<file path="src/hdl/aksd_pkg.sv">
`timescale 1ns / 1ps
`default_nettype none

package aksd_pkg;

   localparam int BYTE_W = 8;
   localparam int KEY_W  = 9;
   localparam int TEXT_W = 7;
   localparam int ACC_W  = 8;

   // Byte codes seen on the terminal link
   localparam logic [BYTE_W-1:0] CHR_BEL       = 8'd7;
   localparam logic [BYTE_W-1:0] CHR_ESC       = 8'd27;
   localparam logic [BYTE_W-1:0] CHR_LBRACKET  = 8'h5B;
   localparam logic [BYTE_W-1:0] CHR_RBRACKET  = 8'h5D;
   localparam logic [BYTE_W-1:0] CHR_BACKSLASH = 8'h5C;
   localparam logic [BYTE_W-1:0] CHR_TILDE     = 8'h7E;
   localparam logic [BYTE_W-1:0] CHR_ZERO      = 8'h30;
   localparam logic [BYTE_W-1:0] CHR_NINE      = 8'h39;
   localparam logic [BYTE_W-1:0] CHR_A         = 8'h41;
   localparam logic [BYTE_W-1:0] CHR_B         = 8'h42;
   localparam logic [BYTE_W-1:0] CHR_C         = 8'h43;
   localparam logic [BYTE_W-1:0] CHR_D         = 8'h44;
   localparam logic [BYTE_W-1:0] CHR_F         = 8'h46;
   localparam logic [BYTE_W-1:0] CHR_H         = 8'h48;

   // Key codes
   localparam logic [KEY_W-1:0] KEY_CTRL_C = 9'd3;
   localparam logic [KEY_W-1:0] KEY_CTRL_D = 9'd4;
   localparam logic [KEY_W-1:0] KEY_TAB    = 9'd9;
   localparam logic [KEY_W-1:0] KEY_ENTER  = 9'd13;
   localparam logic [KEY_W-1:0] KEY_CTRL_Z = 9'd26;
   localparam logic [KEY_W-1:0] KEY_ESC    = 9'd27;
   localparam logic [KEY_W-1:0] KEY_SPACE  = 9'd32;
   localparam logic [KEY_W-1:0] KEY_PRINT_MAX = 9'd126;
   localparam logic [KEY_W-1:0] KEY_BKSP   = 9'd127;
   localparam logic [KEY_W-1:0] KEY_UP     = 9'd256;
   localparam logic [KEY_W-1:0] KEY_DN     = 9'd257;
   localparam logic [KEY_W-1:0] KEY_RIGHT  = 9'd258;
   localparam logic [KEY_W-1:0] KEY_LEFT   = 9'd259;
   localparam logic [KEY_W-1:0] KEY_DELETE = 9'd260;
   localparam logic [KEY_W-1:0] KEY_HOME   = 9'd261;
   localparam logic [KEY_W-1:0] KEY_END    = 9'd262;
   localparam logic [KEY_W-1:0] KEY_PGUP   = 9'd263;
   localparam logic [KEY_W-1:0] KEY_PGDN   = 9'd264;
   localparam logic [KEY_W-1:0] KEY_INSERT = 9'd265;
   localparam logic [KEY_W-1:0] KEY_F1     = 9'd266;

   localparam logic [TEXT_W-1:0] TEXT_NEWLINE = 7'd10;

   // Register map
   localparam int CSR_ADDR_W = 3;
   localparam int CSR_DATA_W = 32;
   localparam logic CSR_IDX_INPUT_ENABLE = 1'b0;

   typedef enum logic [2:0] {
      ST_IDLE,
      ST_ESC,
      ST_CSI,
      ST_DIGITS,
      ST_OSC,
      ST_OSC_ESC
   } parse_state_type;

   typedef struct packed {
      parse_state_type      st;
      logic [ACC_W-1:0]     accum;
   } parser_type;

   typedef struct packed {
      logic              valid;
      logic [KEY_W-1:0]  code;
   } key_event_type;

   typedef struct packed {
      logic              emit;
      logic [KEY_W-1:0]  key_code;
      logic              has_text;
      logic [TEXT_W-1:0] text_char;
   } key_result_type;

   // Map the number in front of a tilde to a key
   function automatic key_event_type tilde_key(input logic [ACC_W-1:0] n);
      key_event_type k;
      k.valid = 1'b1;
      unique case (n)
         8'd1, 8'd7: k.code = KEY_HOME;
         8'd4, 8'd8: k.code = KEY_END;
         8'd2:  k.code = KEY_INSERT;
         8'd3:  k.code = KEY_DELETE;
         8'd5:  k.code = KEY_PGUP;
         8'd6:  k.code = KEY_PGDN;
         8'd11: k.code = KEY_F1;
         8'd12: k.code = KEY_F1 + 9'd1;
         8'd13: k.code = KEY_F1 + 9'd2;
         8'd14: k.code = KEY_F1 + 9'd3;
         8'd15: k.code = KEY_F1 + 9'd4;
         8'd17: k.code = KEY_F1 + 9'd5;
         8'd18: k.code = KEY_F1 + 9'd6;
         8'd19: k.code = KEY_F1 + 9'd7;
         8'd20: k.code = KEY_F1 + 9'd8;
         8'd21: k.code = KEY_F1 + 9'd9;
         8'd23: k.code = KEY_F1 + 9'd10;
         8'd24: k.code = KEY_F1 + 9'd11;
         default: begin
            k.valid = 1'b0;
            k.code  = '0;
         end
      endcase
      return k;
   endfunction

   // Keep only keys in the deliverable set and attach their text
   function automatic key_result_type filter_key(input key_event_type k);
      key_result_type r;
      r.emit      = 1'b0;
      r.key_code  = k.code;
      r.has_text  = 1'b0;
      r.text_char = '0;
      if (k.valid) begin
         priority if (k.code >= KEY_SPACE && k.code <= KEY_PRINT_MAX) begin
            r.emit      = 1'b1;
            r.has_text  = 1'b1;
            r.text_char = k.code[TEXT_W-1:0];
         end else if (k.code == KEY_TAB) begin
            r.emit      = 1'b1;
            r.has_text  = 1'b1;
            r.text_char = k.code[TEXT_W-1:0];
         end else if (k.code == KEY_ENTER) begin
            r.emit      = 1'b1;
            r.has_text  = 1'b1;
            r.text_char = TEXT_NEWLINE;
         end else if (k.code >= KEY_UP && k.code <= KEY_INSERT) begin
            r.emit = 1'b1;
         end else if (k.code == KEY_BKSP || k.code == KEY_ESC || k.code == KEY_CTRL_C ||
                      k.code == KEY_CTRL_D || k.code == KEY_CTRL_Z) begin
            r.emit = 1'b1;
         end else begin
            r.emit = 1'b0;
         end
      end
      return r;
   endfunction

endpackage

`default_nettype wire

</file>
<file path="src/hdl/aksd_decoder.sv">
`timescale 1ns / 1ps
`default_nettype none

module aksd_decoder (
   input  aksd_pkg::parser_type                 cur,
   input  logic [aksd_pkg::BYTE_W-1:0]          rx_byte,
   input  logic                                 rx_empty,
   input  logic                                 enable,
   output aksd_pkg::parser_type                 nxt,
   output aksd_pkg::key_result_type             result
);

   aksd_pkg::key_event_type   key;
   aksd_pkg::parse_state_type st_next;
   logic [aksd_pkg::ACC_W-1:0] acc_next;
   logic                      is_digit;
   logic [3:0]                digit;
   logic [11:0]               acc_grow;

   assign is_digit = (rx_byte >= aksd_pkg::CHR_ZERO) && (rx_byte <= aksd_pkg::CHR_NINE);
   assign digit    = rx_byte[3:0];
   // accum * 10 + digit, saturated below
   assign acc_grow = ({4'b0, cur.accum} << 3) + ({4'b0, cur.accum} << 1) + {8'b0, digit};

   always_comb begin
      key      = '{valid: 1'b0, code: '0};
      st_next  = cur.st;
      acc_next = cur.accum;
      if (!enable) begin
         st_next = aksd_pkg::ST_IDLE;
      end else begin
         unique case (cur.st)
            aksd_pkg::ST_IDLE: begin
               if (!rx_empty) begin
                  if (rx_byte == aksd_pkg::CHR_ESC) begin
                     st_next = aksd_pkg::ST_ESC;
                  end else begin
                     key = '{valid: 1'b1, code: {1'b0, rx_byte}};
                  end
               end
            end
            aksd_pkg::ST_ESC: begin
               st_next = aksd_pkg::ST_IDLE;
               priority if (rx_empty) begin
                  key = '{valid: 1'b1, code: aksd_pkg::KEY_ESC};
               end else if (rx_byte == aksd_pkg::CHR_LBRACKET) begin
                  st_next = aksd_pkg::ST_CSI;
               end else if (rx_byte == aksd_pkg::CHR_RBRACKET) begin
                  st_next = aksd_pkg::ST_OSC;
               end else begin
                  st_next = aksd_pkg::ST_IDLE;
               end
            end
            aksd_pkg::ST_CSI: begin
               st_next = aksd_pkg::ST_IDLE;
               priority if (rx_empty) begin
                  key = '{valid: 1'b1, code: aksd_pkg::KEY_ESC};
               end else if (rx_byte == aksd_pkg::CHR_A) begin
                  key = '{valid: 1'b1, code: aksd_pkg::KEY_UP};
               end else if (rx_byte == aksd_pkg::CHR_B) begin
                  key = '{valid: 1'b1, code: aksd_pkg::KEY_DN};
               end else if (rx_byte == aksd_pkg::CHR_C) begin
                  key = '{valid: 1'b1, code: aksd_pkg::KEY_RIGHT};
               end else if (rx_byte == aksd_pkg::CHR_D) begin
                  key = '{valid: 1'b1, code: aksd_pkg::KEY_LEFT};
               end else if (rx_byte == aksd_pkg::CHR_H) begin
                  key = '{valid: 1'b1, code: aksd_pkg::KEY_HOME};
               end else if (rx_byte == aksd_pkg::CHR_F) begin
                  key = '{valid: 1'b1, code: aksd_pkg::KEY_END};
               end else if (is_digit) begin
                  acc_next = {4'b0, digit};
                  st_next  = aksd_pkg::ST_DIGITS;
               end else if (rx_byte == aksd_pkg::CHR_TILDE) begin
                  key = aksd_pkg::tilde_key('0);
               end else begin
                  st_next = aksd_pkg::ST_IDLE;
               end
            end
            aksd_pkg::ST_DIGITS: begin
               priority if (rx_empty) begin
                  key     = '{valid: 1'b1, code: aksd_pkg::KEY_ESC};
                  st_next = aksd_pkg::ST_IDLE;
               end else if (is_digit) begin
                  acc_next = (acc_grow > 12'd255) ? 8'd255 : acc_grow[aksd_pkg::ACC_W-1:0];
               end else begin
                  if (rx_byte == aksd_pkg::CHR_TILDE) begin
                     key = aksd_pkg::tilde_key(cur.accum);
                  end
                  st_next = aksd_pkg::ST_IDLE;
               end
            end
            aksd_pkg::ST_OSC: begin
               priority if (rx_empty || rx_byte == aksd_pkg::CHR_BEL) begin
                  st_next = aksd_pkg::ST_IDLE;
               end else if (rx_byte == aksd_pkg::CHR_ESC) begin
                  st_next = aksd_pkg::ST_OSC_ESC;
               end else begin
                  st_next = aksd_pkg::ST_OSC;
               end
            end
            aksd_pkg::ST_OSC_ESC: begin
               if (!rx_empty && rx_byte == aksd_pkg::CHR_BACKSLASH) begin
                  st_next = aksd_pkg::ST_IDLE;
               end else begin
                  st_next = aksd_pkg::ST_OSC;
               end
            end
            default: begin
               st_next = aksd_pkg::ST_IDLE;
            end
         endcase
      end
      // leaving a sequence always clears the number
      if (st_next == aksd_pkg::ST_IDLE) begin
         acc_next = '0;
      end
      nxt.st    = st_next;
      nxt.accum = acc_next;
      result    = aksd_pkg::filter_key(key);
   end

endmodule

`default_nettype wire

</file>
<file path="src/hdl/ansi_key_sequence_decoder.sv">
`timescale 1ns / 1ps
`default_nettype none

// Channel   Direction  Ports                                   Beat
// req       in         req_valid/ready, rx_byte, rx_empty      one terminal byte or empty marker
// rsp       out        rsp_valid/ready, key_code, has_text,    one decoded key
//                      text_char
// csr       in/out     APB: psel, penable, pwrite, paddr, ...  input_enable at byte addresses 0 to 3
//
// Take one req beat per cycle while req_ready is high; an accepted beat decodes from the input
// register in the next cycle and lands in the result register (rsp_valid) when that slot is free.
// Beats that decode to no key are dropped and never wait on rsp_ready.
// A stalled rsp only holds the input register when the waiting beat makes a key.
// Synchronous reset clears valid flags, the parser (idle, number zero) and input_enable.
module ansi_key_sequence_decoder (
   input  logic                              clock,
   input  logic                              reset,
   // input byte channel
   input  logic                              req_valid,
   output logic                              req_ready,
   input  logic [aksd_pkg::BYTE_W-1:0]       req_rx_byte,
   input  logic                              req_rx_empty,
   // key channel
   output logic                              rsp_valid,
   input  logic                              rsp_ready,
   output logic [aksd_pkg::KEY_W-1:0]        rsp_key_code,
   output logic                              rsp_has_text,
   output logic [aksd_pkg::TEXT_W-1:0]       rsp_text_char,
   // register port
   input  logic                              csr_psel,
   input  logic                              csr_penable,
   input  logic                              csr_pwrite,
   input  logic [aksd_pkg::CSR_ADDR_W-1:0]   csr_paddr,
   input  logic [aksd_pkg::CSR_DATA_W-1:0]   csr_pwdata,
   output logic [aksd_pkg::CSR_DATA_W-1:0]   csr_prdata,
   output logic                              csr_pready
);

   // Input register
   logic                          in_valid_ff, in_valid_in;
   logic [aksd_pkg::BYTE_W-1:0]   in_byte_ff;
   logic                          in_empty_ff;

   // Parser state
   aksd_pkg::parser_type          parser_ff;
   aksd_pkg::parser_type          parser_in;

   // Result register
   logic                          out_valid_ff, out_valid_in;
   logic [aksd_pkg::KEY_W-1:0]    out_key_ff;
   logic                          out_text_ff;
   logic [aksd_pkg::TEXT_W-1:0]   out_char_ff;

   logic                          enable_ff;

   aksd_pkg::key_result_type      dec_result;
   logic                          req_take;
   logic                          out_free;
   logic                          advance;
   logic                          csr_write;
   logic                          csr_hit;

   // ---------------------------------------------------------------- registers
   assign csr_pready = 1'b1;
   assign csr_hit    = (csr_paddr[2] == aksd_pkg::CSR_IDX_INPUT_ENABLE);
   assign csr_write  = csr_psel & csr_penable & csr_pwrite & csr_pready;
   assign csr_prdata = csr_hit ? {{(aksd_pkg::CSR_DATA_W-1){1'b0}}, enable_ff} : '0;

   always_ff @(posedge clock) begin
      if (reset) begin
         enable_ff <= 1'b0;
      end else if (csr_write && csr_hit) begin
         enable_ff <= csr_pwdata[0];
      end
   end

   // ---------------------------------------------------------------- decode
   aksd_decoder u_decoder (
      .cur      (parser_ff),
      .rx_byte  (in_byte_ff),
      .rx_empty (in_empty_ff),
      .enable   (enable_ff),
      .nxt      (parser_in),
      .result   (dec_result)
   );

   // Advance the held beat when its key has a free slot, or when it makes no key at all
   assign out_free  = !out_valid_ff || rsp_ready;
   assign advance   = in_valid_ff && (!dec_result.emit || out_free);
   assign req_ready = !in_valid_ff || advance;
   assign req_take  = req_valid && req_ready;

   always_comb begin
      in_valid_in = in_valid_ff;
      if (req_take) begin
         in_valid_in = 1'b1;
      end else if (advance) begin
         in_valid_in = 1'b0;
      end
   end

   always_comb begin
      out_valid_in = out_valid_ff;
      if (advance && dec_result.emit) begin
         out_valid_in = 1'b1;
      end else if (rsp_ready) begin
         out_valid_in = 1'b0;
      end
   end

   always_ff @(posedge clock) begin
      if (reset) begin
         in_valid_ff  <= 1'b0;
         out_valid_ff <= 1'b0;
         parser_ff    <= '{st: aksd_pkg::ST_IDLE, accum: '0};
      end else begin
         in_valid_ff  <= in_valid_in;
         out_valid_ff <= out_valid_in;
         if (advance) begin
            parser_ff <= parser_in;
         end
      end
   end

   // Payload: hold until replaced
   always_ff @(posedge clock) begin
      if (req_take) begin
         in_byte_ff  <= req_rx_byte;
         in_empty_ff <= req_rx_empty;
      end
      if (advance && dec_result.emit) begin
         out_key_ff  <= dec_result.key_code;
         out_text_ff <= dec_result.has_text;
         out_char_ff <= dec_result.text_char;
      end
   end

   assign rsp_valid     = out_valid_ff;
   assign rsp_key_code  = out_key_ff;
   assign rsp_has_text  = out_text_ff;
   assign rsp_text_char = out_char_ff;

endmodule

`default_nettype wire

</file>
<file path="config.mk">
export PLATFORM = sky130hd
export DESIGN_NAME = ansi_key_sequence_decoder
export DESIGN_NICKNAME = d
export VERILOG_FILES = /design/src/hdl/aksd_pkg.sv /design/src/hdl/aksd_decoder.sv /design/src/hdl/ansi_key_sequence_decoder.sv
export SDC_FILE = /design/constraint.sdc
export NUM_CORES = 1
export LEC_CHECK = 0
export BUFFER_PORTS_ARGS = -buffer_cell sky130_fd_sc_hd__buf_2
export CAP_MARGIN = 20
export CORE_UTILIZATION = 45
export CTS_CLUSTER_SIZE = 30
export DETAILED_ROUTE_END_ITERATION = 8
export PLACE_DENSITY_LB_ADDON = 0.05
export SKIP_LAST_GASP = 1
export SLEW_MARGIN = 20
export SYNTH_ARGS = -nofsm -noshare
export SYNTH_HDL_FRONTEND = slang
export SYNTH_SLANG_ARGS = --single-unit
</file>
<file path="constraint.sdc">
create_clock -name clock -period 4 [get_ports clock]
set_input_delay 0.8 -clock clock [delete_from_list [all_inputs] [get_ports clock]]
set_output_delay 0.8 -clock clock [all_outputs]
set_load 0.03 [all_outputs]
</file>
### Word level (Yosys, flattened, before mapping)

Index checks and enable logic that the tools add are counted.

* output and inout port bits: 52
* bits of input ports: 51
* flip-flop bits (word level): 40

* reductions and logical operators: 30
* add/subtract/negate cells: 2
* eq/ne operators: 54
* bitwise operators: 3
* muxes and demuxes: 65
* order comparisons: 7

Operators with widths (count)
* 9-bit case mux with 18 select lines: 1
* 10-bit 2-to-1 mux: 14
* 8-bit 2-to-1 mux: 16
* 8-bit by 7-bit equality test with 1-bit output, second input constant: 10
* 8-bit by 5-bit equality test with 1-bit output, second input constant: 8
* 3-bit 2-to-1 mux: 17
* 8-bit by 4-bit equality test with 1-bit output, second input constant: 6
* 8-bit by 3-bit equality test with 1-bit output, second input constant: 5
* 10-bit case mux with 4 select lines: 1
* 20-bit OR reduction: 1
* 9-bit by 4-bit equality test with 1-bit output, second input constant: 2
* 9-bit by 5-bit equality test with 1-bit output, second input constant: 2
* 3-bit != test, second input constant: 6
* 3-bit case mux with 6 select lines: 1
* 8-bit by 2-bit equality test with 1-bit output, second input constant: 2
* 8-bit case mux with 2 select lines: 1
* 1-bit 2-to-1 mux: 13
* 13-bit AND reduction: 1
* 11-bit by 9-bit adder with 12-bit output: 1
* 12-bit by 4-bit adder with 12-bit output: 1
* 12-bit by 8-bit greater-than comparator with 1-bit output, second input constant: 1
* 9-bit by 2-bit equality test with 1-bit output, second input constant: 1
* 9-bit by 3-bit equality test with 1-bit output, second input constant: 1
* 9-bit by 7-bit equality test with 1-bit output, second input constant: 1
* 22 further kinds: 48

### Longest topological paths before layout

Gate-level depths: netlist of run 1.

* word-level depth: 27
* gate-level depth with buffers: 14
* gate-level depth less buffers: 14

### By module

A second synthesis of run 1 with hierarchy kept.

* cells, all modules: 363
* area total of the unflattened synthesis: 3285.7 µm²

Modules (own cells, without submodules)
* ansi_key_sequence_decoder: times used 1, sequential area each 1061.0 µm², area an instance 1675.4 µm², cells an instance 123
* aksd_decoder: times used 1, sequential area each 0.0 µm², area an instance 1610.3 µm², cells an instance 240

### Least setup slack after synthesis of run 1

Ideal clock, no wire load.

* kind: reg2reg
* from: reg in_byte_ff[5] (netlist name)
* to: reg out_text_ff, in the netlist rsp_has_text (enable)
* library setup time: 390 ps
* arrival: 3506 ps
* cell stages (with the launch flop): 11
* slack: 104 ps
* cells stage by stage: edfxtp_1 or3b_1 or4_4 o31a_1 o211ai_2 nand4_2 o41a_1 nor2_4 o21a_4 o21ai_2 nor2_1

* word-level cells in the longest chain between the ends: 25
* elaborated cells on any way between the ends: 52

Ends and longest elaborated chain
* start, declared: line ansi_key_sequence_decoder.sv:41 `logic [aksd_pkg::BYTE_W-1:0] in_byte_ff;`
* start signal, assigned: line ansi_key_sequence_decoder.sv:128 `in_byte_ff <= req_rx_byte;`
* 8-bit by 7-bit equality test with 1-bit output: line aksd_decoder.sv:68 `end else if (rx_byte == aksd_pkg::CHR_F) begin`
* 10-bit 2-to-1 mux: line aksd_decoder.sv:68
* 10-bit 2-to-1 mux: line aksd_decoder.sv:66 `end else if (rx_byte == aksd_pkg::CHR_H) begin`
* 10-bit 2-to-1 mux: line aksd_decoder.sv:64 `end else if (rx_byte == aksd_pkg::CHR_D) begin`
* 10-bit 2-to-1 mux: line aksd_decoder.sv:62 `end else if (rx_byte == aksd_pkg::CHR_C) begin`
* 10-bit 2-to-1 mux: line aksd_decoder.sv:60 `end else if (rx_byte == aksd_pkg::CHR_B) begin`
* 10-bit 2-to-1 mux: line aksd_decoder.sv:58 `end else if (rx_byte == aksd_pkg::CHR_A) begin`
* 10-bit 2-to-1 mux: line aksd_decoder.sv:56 `priority if (rx_empty) begin`
* 10-bit case mux with 4 select lines (*): line aksd_decoder.sv:32 `unique case (cur.st)`
* 10-bit 2-to-1 mux (*): line aksd_decoder.sv:29 `if (!enable) begin`
* branches (longest 10 deep; another with 9-bit greater-or-equal comparator)
* 1-bit 2-to-1 mux (*): line aksd_pkg.sv:120 `if (k.valid) begin`
* 1-bit logical NOT: line ansi_key_sequence_decoder.sv:89 `assign advance = in_valid_ff && (!dec_result.emit || out_free);`
* 1-bit logical OR: line ansi_key_sequence_decoder.sv:89
* 1-bit logical AND: line ansi_key_sequence_decoder.sv:89
* 1-bit logical AND (*): line ansi_key_sequence_decoder.sv:131 `if (advance && dec_result.emit) begin`
* end signal, assigned: line ansi_key_sequence_decoder.sv:133 `out_text_ff <= dec_result.has_text;`
* end, declared: line ansi_key_sequence_decoder.sv:51 `logic out_text_ff;`

Mark *: on every way between the ends.
A chain may end at the register's enable or synchronous reset.

### Final worst setup path of run 1

* from: reg in_byte_ff[6] (netlist name)
* to: out req_ready

* word-level cells in the longest chain between the ends: 25
* elaborated cells on any way between the ends: 52

Ends and longest elaborated chain
* 8-bit by 7-bit equality test with 1-bit output: line aksd_decoder.sv:68
* 10-bit 2-to-1 mux: line aksd_decoder.sv:68
* 10-bit 2-to-1 mux: line aksd_decoder.sv:66
* 10-bit 2-to-1 mux: line aksd_decoder.sv:64
* 10-bit 2-to-1 mux: line aksd_decoder.sv:62
* 10-bit 2-to-1 mux: line aksd_decoder.sv:60
* 10-bit 2-to-1 mux: line aksd_decoder.sv:58
* 10-bit 2-to-1 mux: line aksd_decoder.sv:56
* 10-bit case mux with 4 select lines (*): line aksd_decoder.sv:32
* 10-bit 2-to-1 mux (*): line aksd_decoder.sv:29
* branches (longest 10 deep; another with 9-bit greater-or-equal comparator)
* 1-bit 2-to-1 mux (*): line aksd_pkg.sv:120
* 1-bit logical NOT (*): line ansi_key_sequence_decoder.sv:89
* 1-bit logical OR (*): line ansi_key_sequence_decoder.sv:89
* 1-bit logical AND (*): line ansi_key_sequence_decoder.sv:89
* 1-bit logical OR (*): line ansi_key_sequence_decoder.sv:90 `assign req_ready = !in_valid_ff || advance;`
* end, declared: line ansi_key_sequence_decoder.sv:20 `output logic req_ready,`

Marked as above.

==> metrics.txt, run 1 <==
status finished clean; Clock Sinks 40; Pre-antenna DRT Iters 5; average size of a mapped cell 9.137 um2; number of synthesized flops with an enable pin 26; ys async rst share 0; RSZ-0062 raised after global routing true; Die Span Y 87.97 um; DR vias/cell 5.424; layout cell share with drive strength beyond 1 0.2713; WP data arrival 3190 ps; n_diodes 0; vias in the first global route 2640; Syn Inst Count 364; top cells by area, synth edfxtp_1 23%, buf_4 8.8%, dfxtp_1 8.4%; Max Transition Viols Final 0; final net count 502; most frequent cells in the layout 46 x buf_4, 37 x nor2_1, 36 x buf_2; final worst-path cycle share 0.9978; Max FO, Critical Path 5; Setup CP Type reg -> out; CTS Buf Count 5; GRT overflow 0; commonest non-fill, non-tap cell in the layout buf_4; Clock Path Buffers 2; Synth Flop Type edfxtp_1; initial antenna violation count 0; Initial Util 0.4763; max_slew headroom 0.6197; mapped cell area 3326 um2; Comb pwr share 0.187; area leader, netlist edfxtp_1; Yosys top cell area share 0.2348; IO buf count 37; Reg area 1061 um2; # IOs 103; # fillers 674; Setup Skew 7.024 ps; Reg clk slew, reported paths 80 ps; Worst Path Required 3200 ps; Pwr Density 229.8 nW/um2; Core Region 6982 um2; Min-Delay Path Class reg -> reg; total negative slack 0 ps; Fin. Hold Viols 0; Placement Rows 30; routed via count 2880; VDD IR max 0.1623 mV; total die area 7738 um2; clk_lat worst skew 290 ps; Finished Layout Cells 531; post-synthesis sequential area ratio 0.3190; root buffer cell clkbuf_8; placed wire-length estimate 6.054 mm; endpoint class of the critical path output port; Tmin final 3991 ps; first-pass GRT wire length 12.64 mm; Ys Warns 0; wire per inst 14.73 um; leakage power 1.588 nW; CTS H-tree lvls 2; remaining antenna violation count 0; Die X 87.97 um; Slew @ Worst Pin 570.4 ps; Clk pwr share 0.302; # hold bufs at CTS 0; TritonCTS clock tree yes; Sw Pwr 0.2618 mW; Synth cell types 77; RD Place Congestion 0.9007; Final Setup Violations 0; Final Worst Setup Slack 8.744 ps; drt total wl 7.822 mm; P&R area growth vs syn 16.14%; max-cap viol count 0; Sw Ratio 0.2950; sequential share of power 0.512; largest net degree at the start of global routing 19; GRT Resource Usage Total 0.2107; FMAX 250.5 MHz; DRT iter0 DRCs 136; worst slack, placed 149.4 ps; internal power 0.6257 mW; DP Cell Count 519; crit path launch type flip-flop; DR DRC count 0; multi-input gate area in the final layout 1968 um2; FF+latch count, synth 40
cell type report:
type,instances,area share
Multi-Input combinational cell,283,0.5096
Sequential cell,40,0.2747
Timing Repair Buffer,84,0.1442
Tap cell,96,0.03110
Clock buffer,7,0.01976
Inverter,20,0.01944
Clock inverter,1,0.001296
registers in the layout, summed over array words and instances (netlist names):
signal / flops
parser_ff: 11
rsp_key_code: 9
in_byte_ff: 8
rsp_text_char: 7
enable_ff: 1
in_empty_ff: 1
in_valid_ff: 1
rsp_has_text: 1
rsp_valid: 1
timing repair:
| action | 4_1_cts | 5_1_grt |
|---|---|---|
| setup endpoints to repair | 1 | 1 |
| buffers inserted | 1 | 3 |
| resized for setup | 8 | 3 |
| pin swaps | 1 | 5 |
power by group through the flow:
| stage | Clock, mW | Combinational, mW | Sequential, mW |
|---|---|---|---|
| floorplan | 0 | 0.142 | 0.462 |
| detailed placement | 0 | 0.159 | 0.464 |
| global placement | 0 | 0.157 | 0.464 |
| CTS | 0.269 | 0.163 | 0.454 |
| global route | 0.286 | 0.180 | 0.455 |
| finish | 0.268 | 0.166 | 0.454 |
per-stage QoR:
step	hold WS, ps	util	cell area [um2]	total power [mW]
finish	542.3	0.5532	3862	0.8875
global route	560.2	0.5532	3862	0.9210
CTS	537.3	0.5486	3830	0.8863
detailed placement	522.0	0.5312	3709	0.6228
global placement	521.2	0.5312	3709	0.6212
floorplan	489.0	-	3438	0.6035
layer usage:
layer  vias to the layer above  GRT usage  part of all wire
met5                         -          0                 0
met1                      1353     0.2881              0.48
met4                         0    0.05365             0.020
met2                        86     0.3481              0.46
met3                        14    0.03110             0.037
li1                       1427          -                 -
path summary, 6_finish.rpt:
path / start / slack [ps] / depth (start not counted) / endpoint
worst min-delay path: parser_ff[7] / 540 / 2 / parser_ff[7]
worst max register to register: in_byte_ff[5] / 420 / 12 / rsp_key_code[2]
worst max-delay path: in_byte_ff[6] / 9 / 12 / req_ready
worst min register to register: parser_ff[7] / 540 / 2 / parser_ff[7]
synth_stat cells, drive strengths merged, types with 4 or more instances:
library cell / n
inv: 20
o32ai: 8
edfxtp: 26
nor4: 5
buf: 46
nor2: 38
nor3: 10
nand4b: 6
o31ai: 4
nor2b: 6
a31oi: 5
nand2: 16
and2: 5
or3: 5
a21oi: 19
nand2b: 6
o21ai: 14
nand4: 7
ha: 15
xnor2: 5
mux2i: 4
dfxtp: 14
clkbuf: 5
o211ai: 6
nand3: 6
worst max-delay path, stage by stage (launching register included):
cell       delay, ps
edfxtp_1         410
buf_4            180
nor3_1           230
a41oi_1          270
buf_4            230
a2111oi_0        450
o21ai_0          210
nor2_1           130
a41oi_1           50
a31o_2           270
o21ai_4          190
nand3_2          110
buf_6            170
kinds of logic (layout without fill, tap and decap cells):
group	Yosys count	after routing	share of synthesized area
AOI/OAI and AO/OA	85	85	0.2050
xor gates and xnor gates	8	8	0.02107
adders and majority gates	17	17	0.06847
buffers and inverters	71	112	0.1339
DFF	40	40	0.3190
muxes	5	5	0.01543
other	2	32	0.002258
and+or+nand+nor	136	136	0.2348
No activity file was read; power rests on OpenSTA's default activity.
==> run 2, diff against run 1 <==
==> constraint.sdc (replaced) <==
create_clock -name clock -period 4.2 [get_ports clock]
set_input_delay 0.84 -clock clock [delete_from_list [all_inputs] [get_ports clock]]
set_output_delay 0.84 -clock clock [all_outputs]
set_load 0.03 [all_outputs]
==> run 2 against run 1 <==
The flow now finishes with violations (setup timing). Design area decreased by 1.9%. First-iteration DRC count grew 24%. Register-to-register slack improved by 50 ps. Sequential cell count is the same. Largest cell class unchanged. Largest power group unchanged.
==> metrics.txt, run 2 (same netlist as run 1, synthesis figures left out) <==
Biggest register parser_ff; Largest register FFs 11 (unchanged); Die X 87.97 um (unchanged); Sw Pwr 0.2547 mW (-2.7%); P&R area growth vs syn 13.88%; wire per inst 15.08 um (+2.4%); internal power 0.6508 mW (+4.0%); DR DRC count 0 (unchanged); DP Cell Count 507 (-2.3%); initial antenna violation count 0 (unchanged); # fillers 668 (-0.89%); Setup CP Type reg -> out; # IOs 103 (unchanged); Reg area 1061 um2 (unchanged); final worst-path cycle share 1.004; Clk pwr share 0.352 (+0.050); endpoint class of the critical path output port; layout cell share with drive strength beyond 1 0.2470 (-0.02423); root buffer cell clkbuf_8; Tmin final 4215 ps; Pre-antenna DRT Iters 4 (-1); placed wire-length estimate 5.934 mm (-2.0%); Slew @ Worst Pin 581.5 ps (+11.04 ps); n_diodes 0 (unchanged); WP data arrival 3380 ps (+190 ps); largest net degree at the start of global routing 19 (unchanged); commonest non-fill, non-tap cell in the layout nor2_1; DRT iter0 DRCs 168 (+24%); total die area 7738 um2 (unchanged); routed via count 2799 (-2.8%); max_slew headroom 0.6124 (-0.007363); Reg clk slew, reported paths 80 ps (about the same); crit path launch type flip-flop; CP max-delay cell or4b_1; Worst Path Required 3360 ps (+160 ps); VDD IR max 0.1906 mV (+17%); Max FO, Critical Path 6 (+1); IO buf count 37 (unchanged); Finished Layout Cells 517 (-2.6%); CTS H-tree lvls 2 (unchanged); Core Region 6982 um2 (unchanged); sequential share of power 0.479 (-0.033); Pwr Density 239.1 nW/um2 (+4.0%); DR vias/cell 5.414 (-0.18%); most frequent cells in the layout 37 x nor2_1, 36 x buf_2, 32 x conb_1, 32 x buf_4, 26 x edfxtp_1; RSZ-0062 raised after global routing true; GRT Resource Usage Total 0.2089 (-0.001822); remaining antenna violation count 0 (unchanged); failing checks setup timing; final net count 488 (-2.8%); CTS Buf Count 5 (unchanged); FMAX 237.2 MHz; cell family contributing the most delay on the critical path simple AND/OR/NAND/NOR gates; RD Place Congestion 0.8755 (-2.8%); Comb pwr share 0.169 (-0.018); Clock Sinks 40 (unchanged); Clock Path Buffers 2 (unchanged); drt total wl 7.796 mm (-0.33%); clk_lat worst skew 300 ps (about the same); first-pass GRT wire length 12.41 mm (-1.9%); Sw Ratio 0.2813 (-0.01370); Placed Area 3618 um2 (-2.4%); TritonCTS clock tree yes; max-cap viol count 0 (unchanged); Setup Skew 7.214 ps (+0.1897 ps); Min-Delay Path Class reg -> reg; Final Cell Area 3787 um2 (-1.9%); Die Span Y 87.97 um (unchanged); GRT overflow 0 (unchanged); sequence of cells on the critical path or3b_4 > or4_4 > o41ai_4 > a21oi_4 > or4b_1 > a21oi_2 > a211oi_2 > o21ai_2 > nand3_2 > buf_6; worst path buffer plus inverter count 1 (-2); Initial Util 0.4763 (unchanged); total negative slack -15.38 ps (-15.38 ps); multi-input gate area in the final layout 1968 um2 (unchanged); vias in the first global route 2458 (-6.9%); CP max stage delay 490 ps (+40 ps); Final Setup Violations 1 (+1); Max Transition Viols Final 0 (unchanged); Fin. Hold Viols 0 (unchanged); Placement Rows 30 (unchanged); Final Worst Setup Slack -15.38 ps (-24.12 ps); status finished, violations left; leakage power 1.534 nW (-3.4%)
[run 2: power by group through the flow]
stage / clock network (mW) / registers, mW / logic [mW]
finish: 0.319 / 0.434 / 0.153
global route: 0.342 / 0.435 / 0.166
CTS: 0.328 / 0.433 / 0.148
detailed placement: 0 / 0.443 / 0.146
global placement: 0 / 0.443 / 0.144
floorplan: 0 / 0.440 / 0.135
[run 2: final timing paths]
path                       from               end  slack, ps  cells past startpoint
setup reg to reg  in_byte_ff[5]  rsp_text_char[4]        470                     12
hold reg to reg    parser_ff[5]      parser_ff[5]        540                      2
setup / recovery  in_byte_ff[5]         req_ready        -20                     10
hold / removal     parser_ff[5]      parser_ff[5]        540                      2
[run 2: worst register-to-register path: stages, from the launching register on]
cell and delay, ps:
edfxtp_1 390, or3b_4 430, or4_4 470, o41ai_4 450, a21oi_4 90, buf_4 170, o41a_1 430, nor2_4 150
buf_4 180, o21a_4 170, o21ai_2 100, nor2_1 220, buf_12 190
[run 2: repair_timing]
action / 4_1_cts / 5_1_grt
endpoints found under the setup margin: 1 / 1
resized for setup: 1 / 9
buffers inserted: 2 / 0
hold buffers: 0 / 0
pin swaps: 1 / 2
[run 2: area by class of cell]
| class | instances | share of cell area |
|---|---|---|
| repair buffers | 70 | 0.1193 |
| multi-input cells | 283 | 0.5197 |
| inverters | 20 | 0.01982 |
| clock buffers | 5 | 0.01817 |
| well taps | 96 | 0.03171 |
| flip-flops and latches | 40 | 0.2801 |
| clock inverters | 3 | 0.01123 |
[run 2: routing by layer]
layer | GRT usage | share of wire | up-vias
met3 | 0.03110 | 0.055 | 6
met2 | 0.3235 | 0.46 | 92
li1 | - | - | 1392
met4 | 0.05365 | 0.0087 | 0
met5 | 0 | 0 | -
met1 | 0.3033 | 0.47 | 1309
[run 2: per-stage QoR]
| step | util | power (mW) | hold WS, ps | worst slack [ps] |
|---|---|---|---|---|
| finish | 0.5425 | 0.9055 | 536.6 | -15.38 |
| global route | 0.5425 | 0.9433 | 552.8 | -177.8 |
| CTS | 0.5369 | 0.9097 | 537.8 | 10.67 |
| detailed placement | 0.5183 | 0.5891 | 527.7 | 187.9 |
| global placement | 0.5183 | 0.5877 | 519.9 | 191.2 |
| floorplan | - | 0.5747 | 489.0 | 303.5 |
